$ cat src/hdl/qhp_pkg.sv
// Shared types and constants for the quantizer and bit packer.
package qhp_pkg;

    localparam int WORD_BITS  = 32;
    localparam int FILL_W     = 5;
    localparam int USED_W     = 6;
    localparam int CODES_W    = 15;
    localparam int LENS_W     = 10;
    localparam int FIFO_DEPTH = 4;
    localparam int FIFO_AW    = 2;
    localparam int FIFO_CW    = 3;

    typedef enum logic [2:0] {
        REG_EDGE_FIRST   = 3'd0,
        REG_EDGE_SECOND  = 3'd1,
        REG_EDGE_THIRD   = 3'd2,
        REG_EDGE_FOURTH  = 3'd3,
        REG_CODE_WORDS   = 3'd4,
        REG_CODE_LENGTHS = 3'd5
    } reg_index_t;

    localparam logic signed [WORD_BITS-1:0] EDGE_FIRST_RST  = -32'sd131072;
    localparam logic signed [WORD_BITS-1:0] EDGE_SECOND_RST = -32'sd65536;
    localparam logic signed [WORD_BITS-1:0] EDGE_THIRD_RST  = 32'sd65536;
    localparam logic signed [WORD_BITS-1:0] EDGE_FOURTH_RST = 32'sd131072;
    localparam logic [CODES_W-1:0] CODE_WORDS_RST   = 15'd29707;
    localparam logic [LENS_W-1:0]  CODE_LENGTHS_RST = 10'd939;

    typedef struct packed {
        logic signed [WORD_BITS-1:0] edge_first;
        logic signed [WORD_BITS-1:0] edge_second;
        logic signed [WORD_BITS-1:0] edge_third;
        logic signed [WORD_BITS-1:0] edge_fourth;
        logic [CODES_W-1:0]          code_words;
        logic [LENS_W-1:0]           code_lengths;
    } cfg_t;

    typedef struct packed {
        logic [WORD_BITS-1:0] word;
        logic [USED_W-1:0]    used;
        logic                 frame_end;
    } res_t;

    typedef struct packed {
        logic [1:0] count;
        res_t       first;
        res_t       second;
    } pack_out_t;

endpackage

$ cat src/hdl/qhp_packer.sv
// Quantizer and LSB-first code packer with accumulator state.
module qhp_packer
    import qhp_pkg::*;
(
    input  logic                        clk,
    input  logic                        rst_n,
    input  cfg_t                        cfg,
    input  logic signed [WORD_BITS-1:0] sample,
    input  logic                        final_sample,
    input  logic                        advance,
    output pack_out_t                   result
);

    logic [WORD_BITS-1:0] acc_reg;
    logic [WORD_BITS-1:0] acc_next;
    logic [FILL_W-1:0]    fill_reg;
    logic [FILL_W-1:0]    fill_next;

    always_comb
    begin
        logic [2:0]           sym;
        logic [1:0]           len;
        logic [2:0]           code;
        logic [2:0]           mask;
        logic [USED_W-1:0]    total;
        logic [1:0]           rem;
        logic [WORD_BITS-1:0] acc_or;
        logic [WORD_BITS-1:0] acc_mid;
        logic [FILL_W-1:0]    fill_mid;

        sym = 3'(sample >= cfg.edge_first) + 3'(sample >= cfg.edge_second)
            + 3'(sample >= cfg.edge_third) + 3'(sample >= cfg.edge_fourth);

        case (sym)
            3'd0:    begin len = cfg.code_lengths[1:0]; code = cfg.code_words[2:0];   end
            3'd1:    begin len = cfg.code_lengths[3:2]; code = cfg.code_words[5:3];   end
            3'd2:    begin len = cfg.code_lengths[5:4]; code = cfg.code_words[8:6];   end
            3'd3:    begin len = cfg.code_lengths[7:6]; code = cfg.code_words[11:9];  end
            default: begin len = cfg.code_lengths[9:8]; code = cfg.code_words[14:12]; end
        endcase

        case (len)
            2'd0:    mask = 3'b000;
            2'd1:    mask = 3'b001;
            2'd2:    mask = 3'b011;
            default: mask = 3'b111;
        endcase
        code = code & mask;

        total  = USED_W'(fill_reg) + USED_W'(len);
        acc_or = acc_reg | (WORD_BITS'(code) << fill_reg);
        rem    = total[1:0];

        result = '0;

        if (total >= USED_W'(WORD_BITS))
        begin
            // word full: emit it, spill-over bits start the next word
            result.count           = 2'd1;
            result.first.word      = acc_or;
            result.first.used      = USED_W'(WORD_BITS);
            result.first.frame_end = final_sample && (rem == 2'd0);
            acc_mid  = (rem != 2'd0) ? WORD_BITS'(code >> (len - rem)) : '0;
            fill_mid = FILL_W'(rem);
        end
        else
        begin
            acc_mid  = acc_or;
            fill_mid = total[FILL_W-1:0];
        end

        acc_next  = acc_mid;
        fill_next = fill_mid;

        if (final_sample)
        begin
            if (fill_mid != '0)
            begin
                if (result.count == 2'd0)
                begin
                    result.first.word      = acc_mid;
                    result.first.used      = USED_W'(fill_mid);
                    result.first.frame_end = 1'b1;
                end
                else
                begin
                    result.second.word      = acc_mid;
                    result.second.used      = USED_W'(fill_mid);
                    result.second.frame_end = 1'b1;
                end
                result.count = result.count + 2'd1;
            end
            else if (result.count == 2'd0)
            begin
                // empty frame end marker
                result.count           = 2'd1;
                result.first.frame_end = 1'b1;
            end
            acc_next  = '0;
            fill_next = '0;
        end
    end

    always_ff @(posedge clk or negedge rst_n)
    begin
        if (!rst_n)
        begin
            acc_reg  <= '0;
            fill_reg <= '0;
        end
        else if (advance)
        begin
            acc_reg  <= acc_next;
            fill_reg <= fill_next;
        end
    end

endmodule

$ cat src/hdl/quantize_and_huffman_pack.sv
// Top level: config registers, input register, packer and output queue.
// An accepted input is registered; the packer then writes its words into the output queue.
// Throughput: one sample per cycle unless stalled; one word leaves per cycle while out_ready
// is high; a sample may yield two words; input stalls while the 4-entry queue holds 3 or more.
// Reset clears the packer state and the queue and restores the default edges
// and code tables.
module quantize_and_huffman_pack
    import qhp_pkg::*;
(
    input  logic                  clk,
    input  logic                  rst_n,
    input  logic                  cfg_write,
    input  logic [2:0]            cfg_index,
    input  logic [WORD_BITS-1:0]  cfg_data,
    input  logic                  in_valid,
    output logic                  in_ready,
    input  logic signed [31:0]    sample,
    input  logic                  final_sample,
    output logic                  out_valid,
    input  logic                  out_ready,
    output logic [31:0]           packed_word,
    output logic [5:0]            used_bits,
    output logic                  frame_end
);

    cfg_t                        cfg_reg;
    logic                        in_valid_reg;
    logic signed [WORD_BITS-1:0] sample_reg;
    logic                        final_reg;
    logic                        advance;
    logic                        pop;
    pack_out_t                   pack_res;

    res_t                        fifo_reg [FIFO_DEPTH];
    logic [FIFO_AW-1:0]          wr_ptr_reg;
    logic [FIFO_AW-1:0]          wr_ptr_next;
    logic [FIFO_AW-1:0]          rd_ptr_reg;
    logic [FIFO_AW-1:0]          rd_ptr_next;
    logic [FIFO_CW-1:0]          count_reg;
    logic [FIFO_CW-1:0]          count_next;
    logic [1:0]                  push_n;

    always_ff @(posedge clk or negedge rst_n)
    begin
        if (!rst_n)
        begin
            cfg_reg.edge_first   <= EDGE_FIRST_RST;
            cfg_reg.edge_second  <= EDGE_SECOND_RST;
            cfg_reg.edge_third   <= EDGE_THIRD_RST;
            cfg_reg.edge_fourth  <= EDGE_FOURTH_RST;
            cfg_reg.code_words   <= CODE_WORDS_RST;
            cfg_reg.code_lengths <= CODE_LENGTHS_RST;
        end
        else if (cfg_write)
        begin
            case (reg_index_t'(cfg_index))
                REG_EDGE_FIRST:   cfg_reg.edge_first   <= cfg_data;
                REG_EDGE_SECOND:  cfg_reg.edge_second  <= cfg_data;
                REG_EDGE_THIRD:   cfg_reg.edge_third   <= cfg_data;
                REG_EDGE_FOURTH:  cfg_reg.edge_fourth  <= cfg_data;
                REG_CODE_WORDS:   cfg_reg.code_words   <= cfg_data[CODES_W-1:0];
                REG_CODE_LENGTHS: cfg_reg.code_lengths <= cfg_data[LENS_W-1:0];
                default:          ;
            endcase
        end
    end

    // the input stage moves on only when the queue can take two words
    assign advance  = in_valid_reg && (count_reg <= FIFO_CW'(FIFO_DEPTH - 2));
    assign in_ready = !in_valid_reg || advance;

    always_ff @(posedge clk or negedge rst_n)
    begin
        if (!rst_n)
            in_valid_reg <= 1'b0;
        else if (in_ready)
            in_valid_reg <= in_valid;
    end

    always_ff @(posedge clk)
    begin
        if (in_valid && in_ready)
        begin
            sample_reg <= sample;
            final_reg  <= final_sample;
        end
    end

    qhp_packer u_packer (
        .clk          (clk),
        .rst_n        (rst_n),
        .cfg          (cfg_reg),
        .sample       (sample_reg),
        .final_sample (final_reg),
        .advance      (advance),
        .result       (pack_res)
    );

    assign push_n      = advance ? pack_res.count : 2'd0;
    assign out_valid   = (count_reg != '0);
    assign pop         = out_valid && out_ready;
    assign wr_ptr_next = wr_ptr_reg + FIFO_AW'(push_n);
    assign rd_ptr_next = rd_ptr_reg + FIFO_AW'(pop);
    assign count_next  = count_reg + FIFO_CW'(push_n) - FIFO_CW'(pop);

    always_ff @(posedge clk or negedge rst_n)
    begin
        if (!rst_n)
        begin
            wr_ptr_reg <= '0;
            rd_ptr_reg <= '0;
            count_reg  <= '0;
        end
        else
        begin
            wr_ptr_reg <= wr_ptr_next;
            rd_ptr_reg <= rd_ptr_next;
            count_reg  <= count_next;
        end
    end

    always_ff @(posedge clk)
    begin
        if (push_n != 2'd0)
            fifo_reg[wr_ptr_reg] <= pack_res.first;
        if (push_n == 2'd2)
            fifo_reg[FIFO_AW'(wr_ptr_reg + 1'b1)] <= pack_res.second;
    end

    assign packed_word = fifo_reg[rd_ptr_reg].word;
    assign used_bits   = fifo_reg[rd_ptr_reg].used;
    assign frame_end   = fifo_reg[rd_ptr_reg].frame_end;

endmodule
$ cat config.mk
export PLATFORM = sky130hd
export DESIGN_NAME = quantize_and_huffman_pack
export DESIGN_NICKNAME = d
export VERILOG_FILES = /design/src/hdl/qhp_pkg.sv /design/src/hdl/qhp_packer.sv /design/src/hdl/quantize_and_huffman_pack.sv
export SDC_FILE = /design/constraint.sdc
export NUM_CORES = 1
export LEC_CHECK = 0
export BUFFER_PORTS_ARGS = -buffer_cell sky130_fd_sc_hd__buf_2
export CORE_ASPECT_RATIO = 0.5
export CORE_UTILIZATION = 40
export DETAILED_ROUTE_END_ITERATION = 6
export PLACE_DENSITY = 0.53
export SETUP_SLACK_MARGIN = 0.02
export SLEW_MARGIN = 40
export SYNTH_ARGS = -nofsm -noshare
export SYNTH_HDL_FRONTEND = slang
export SYNTH_HIERARCHICAL = 1
export SYNTH_SLANG_ARGS = --single-unit
$ cat constraint.sdc
create_clock -name clk -period 20.9 [get_ports clk]
set_clock_uncertainty 0.2 [all_clocks]
set_input_delay 3.135 -clock clk [delete_from_list [all_inputs] [get_ports clk]]
set_output_delay 3.135 -clock clk [all_outputs]
set_load 0.03 [all_outputs]
## After elaboration in Yosys (flattened, before gate mapping)

Memories as Yosys holds them, arrays and structs flattened.
Index checks and enable logic that the tools add are counted.

| cells by class | value |
|---|---|
| $add $sub $neg | 11 |
| $mul | 0 |
| divide/modulo/power cells | 0 |
| magnitude comparators | 6 |
| equal/unequal tests | 11 |
| shift operators | 2 |
| mux-type cells | 23 |
| bitwise logic cells | 2 |
| reductions and logical operators | 21 |

Operators with widths:

| operator | count |
|---|---|
| 32-bit >= comparator | 4 |
| 39-bit 2-to-1 mux | 3 |
| 32-bit 2-to-1 mux | 3 |
| 80-bit 2-to-1 mux | 1 |
| 40-bit 2-to-1 mux | 1 |
| 38-bit 2-to-1 mux | 1 |
| 32-bit bitwise OR | 1 |
| 3-bit by 5-bit << shifter with 32-bit output | 1 |
| 3-bit by 2-bit right shift with 32-bit output | 1 |
| 3-bit by 2-bit == test with 1-bit output (second input constant) | 4 |
| 3-bit case mux with 4 select lines | 1 |
| 2-bit AND reduction | 6 |
| 5-bit 2-to-1 mux | 2 |
| 3-bit case mux with 3 select lines | 1 |
| 2-bit case mux with 4 select lines | 1 |
| 1-bit 2-to-1 mux | 7 |
| 3-bit by 1-bit adder with 3-bit output | 2 |
| 5-bit by 2-bit adder with 6-bit output | 1 |
| 3-bit by 1-bit == test with 1-bit output (second input constant) | 2 |
| 3-bit == test (second input constant) | 2 |
| 6-bit >= comparator (second input constant) | 1 |
| 2-bit logical NOT | 3 |
| 3-bit logical NOT | 2 |
| 5-bit nonzero test | 1 |
| other kinds (18) | 24 |

| word-level totals | value |
|---|---|
| bits in registers | 231 |
| latch bits | 0 |
| bits in writable memories | 156 |
| bits in read-only memories | 0 |
| input bits | 73 |
| output and inout bits | 41 |
| logic and storage cells | 91 |
| memories kept | 1 |

Memories:

| name | words | bits a word | read ports | clocked after Yosys merged registers in | wr ports | RTL line | text |
|---|---|---|---|---|---|---|---|
| fifo_reg | 4 | 39 | 1 | 0 | 2 | quantize_and_huffman_pack.sv:34 | `res_t fifo_reg [FIFO_DEPTH];` |

## Depth between registers and ports, before layout

| depth | value |
|---|---|
| depth after elaboration | 20 |
| mapped depth | 32 |
| depth with buffers taken out | 32 |

## Hierarchy

Netlist, hierarchy kept.

Modules (own cells, without submodules):

| module | times used | cells each | area each (µm²) | seq. area each (µm²) |
|---|---|---|---|---|
| quantize_and_huffman_pack | 1 | 791 | 14961.8 | 9763.1 |
| qhp_packer | 1 | 830 | 6297.3 | 925.9 |

## Worst setup path after synthesis

No wires, ideal clock.

| path | value |
|---|---|
| path type | reg-to-reg |
| start point | register cfg_reg[112] (netlist bit) |
| end point | memory fifo_reg[1][0] (netlist bit), enable pin |
| setup time | 494 ps |
| arrival time | 8249 ps |
| data required time | 20206 ps |
| setup slack | 11957 ps |
| stages on the path, launching flop included | 26 |
| buffers on the path | 1 |
| clock period less this slack | 8943 ps |
| cells stage by stage | dfstp_2 inv_1 ha_1 a2111oi_0 o221ai_1 o211ai_1 o211ai_1 nor3_1 mux2_2 ha_1 inv_1 fa_1 buf_6 mux4_2 mux2i_2 inv_2 ha_1 inv_1 fa_1 nor2b_1 a21oi_1 nand2_1 inv_1 nor2_1 nand2b_1 a211oi_1 |

RTL lines:

| what | RTL line | text |
|---|---|---|
| start, declared | quantize_and_huffman_pack.sv:26 | `cfg_t cfg_reg;` |
| end, declared | quantize_and_huffman_pack.sv:34 |  |

==> metrics.log <==
INFO  metric first_pass_grt_wire_length = 76600 um
INFO  metric clock_tree.root_cell = clkbuf_16
INFO  metric fin_nets = 1947
INFO  metric syn_inst = 1621
INFO  metric worst_pin_slew = 798 ps
INFO  metric min_period = 7920 ps
INFO  metric syn2layout_area_growth = 11.6%
INFO  metric setup-tns-final = 0 ps
INFO  metric antenna_violating_nets_post_route = 0
INFO  metric antenna_violations_before_repair = 0
INFO  metric timing.final.max_slew_violations = 0
INFO  metric cts_repair_resize_count = 0
INFO  metric netlist_area = 21300 um^2
INFO  metric largest_register_ff_count = 156
INFO  metric clock_tree_from_tritoncts = yes
INFO  metric syn-mean-instance-area = 13.1 um^2
INFO  metric routabilityCongestion = 0.798
INFO  metric yosysMostFrequentCell = mux2_2
INFO  metric rows = 59
INFO  metric top_level_ports = 114
INFO  metric r2r_start = cfg_reg[112]
INFO  metric period_share = 37.9%
INFO  metric vias_per_cell = 5.20
INFO  metric worst-endpoint-arrival = 8010 ps
INFO  metric drt-initial-drc-count = 660
INFO  metric hold_violations = 0
INFO  metric synth_seq_cells = 387
INFO  metric critPathCaptureType = register
INFO  metric grt.overflow.total = 0
INFO  metric clock_latency = 550 ps
INFO  metric grt_usage = 18.3%
INFO  metric drt_first_pass_iters = 5
INFO  metric ys.flop_type = edfxtp_1
INFO  metric placement.io_buffers = 113
INFO  metric slew_margin_rel = 46.5%
INFO  metric status = finished clean
INFO  metric post_cts_hold_buffer_count = 0
INFO  metric setup.worst_path.class = register to register
INFO  metric placement.cell_area = 22500 um^2
INFO  metric grt_start_max_net_pins = 84
INFO  metric numCtsBuffers = 39
INFO  metric route.vias.total = 12800
INFO  metric startpoint_type = register
INFO  metric ir_worst_vdd = 0.0830 mV
INFO  metric placeableCoreArea = 52200 um^2
INFO  metric post-dp-hpwl = 31900 um
INFO  metric antenna_cells_inserted = 0
INFO  metric worst_min_delay_path_category = register to register
INFO  metric power_per_cell_area = 125 nW/um^2
INFO  metric avgRoutedWirePerCell = 19.6 um
INFO  metric floorplan.initialDensity = 40.7%
INFO  metric worst_setup_path_startpoint = cfg_reg[112]
INFO  metric rsz_0062_raised_after_global_routing = no
INFO  metric hold-path-cell-count = 2
INFO  metric postSynth.asyncResetShare = 51.2%
INFO  metric totalWireLength = 48300 um
INFO  metric post_synth_most_frequent_cells = mux2_2 (248), edfxtp_1 (189), dfrtp_1 (151)
INFO  metric top_cells_by_area_in_the_synthesized_netlist = edfxtp_1 (27%), dfrtp_1 (18%), mux2_2 (13%)
INFO  metric r2r_cells = 26
INFO  metric rrSetupSlack = 12980 ps
INFO  metric finalSetupViolations = 0
INFO  metric synth-edff-count = 189
INFO  metric yosysWarnings = 6
INFO  metric worstHoldStart = u_packer/acc_reg[7]
INFO  metric die-width = 328 um
INFO  metric cts_sinks = 387
INFO  metric via_count_of_the_first_global_routing_pass = 13100
INFO  metric floorplan.die.height = 165 um
INFO  metric floorplan.die_area = 54100 um^2
INFO  metric synth_top_area_share = 26.7%
INFO  metric synth.lib_cells_used.distinct = 85
INFO  metric clk_pin_slew = 60 ps
INFO  metric timing.critical_path.fanout_max = 39
INFO  metric cts_max_path_buffers = 3
INFO  metric yosys.area.top_type = edfxtp_1
INFO  metric synth.yosys.seq_area_share = 50.3%
INFO  metric post-cts-setup-buffer-count = 0
INFO  metric cp.required = 20990 ps
INFO  metric h-tree-depth = 2
INFO  metric drive_above_1_share = 34.3%
INFO  metric fmax = 126 MHz
INFO  metric p_leak = 0.0102 uW
INFO  metric final_cell_area = 23700 um^2
INFO  metric remaining_drc_errors = 0
INFO  metric maxCapViolCount = 0
==> critical path, cell delays in order (launching register included) <==
cell       delay, ps
dfstp_2          530
inv_1             40
ha_1             290
a2111oi_0        390
o221ai_1         220
o211ai_1         160
o211ai_1         180
nor3_1           240
mux2_2           360
ha_1             280
inv_1             50
fa_1             730
mux4_2           610
mux2i_2          270
inv_2            100
ha_1             200
a21oi_1          330
nor2b_1          140
xnor2_1          220
a21oi_1          120
nand2_1          120
inv_1            160
nor2_1           290
and2b_2          320
nand4_2          100
buf_4            580
mux2_2           400
==> final cells by class <==
type                       instances  area [um^2]
timing repair buffer             133          728
fill                            4801        28500
clock inverter                    13          105
multi-input combinational       1025         9610
tap                              701          877
clock buffer                      59         1160
inverter                         148          556
sequential                       387        10700
==> cells in the final DEF, fill, tap and decap left out, types with 23 or more instances in the layout <==
master	n
mux2_2	248
edfxtp_1	189
dfrtp_1	149
inv_1	147
ha_1	137
buf_2	112
nand2_1	70
nor2_1	64
a21oi_1	60
dfstp_2	47
mux4_2	42
mux2_4	41
o21ai_0	41
clkbuf_16	41
conb_1	33
mux2_1	23
==> metrics by stage <==
stage	utilization, %	cells	setup WS, ps	hold slack (ps)	total power [uW]
final	45.5	2466	12980	282	2960
after global routing	45.5	2466	12480	302	3160
after CTS	45.5	2466	12990	286	3000
after detailed placement	43.0	2394	13030	272	2270
after global placement	43.0	2394	13160	261	2260
after floorplan	-	1653	11960	250	1950
==> where the power goes <==
| part | switching (uW) | total, uW | internal, uW |
|---|---|---|---|
| sequential | 97.2 | 1070 | 971 |
| clock | 306 | 705 | 399 |
| combinational | 703 | 1180 | 480 |
| total | 1110 | 2960 | 1850 |
==> path summary, 6_finish.rpt <==
kind,to
min,u_packer/acc_reg[7]
min in group asynchronous,u_packer/fill_reg[4]
max,fifo_reg[1][9]
max reg2reg,fifo_reg[1][9]
max in group asynchronous,cfg_reg[81]
min reg2reg,u_packer/acc_reg[7]
==> kinds of logic after synthesis <==
logic type,synth area share [%]
flip-flops,50.3
multiplexers,21.9
AND/OR/NAND/NOR,6.69
buffers and inverters,5.51
AO/OA/AOI/OAI,6.85
adder cells (fa/ha/maj),8.35
XOR/XNOR,0.371
other,0.0176
==> routing by layer <==
metal	up-vias	part of all wire, %	GRT usage, %
met2	154	48	30.9
met5	-	0	0
met4	0	1.3	3.38
met3	47	3.1	2.69
met1	6443	48	25.2
li1	6167	-	-
Power figures use the tool's default switching activity.
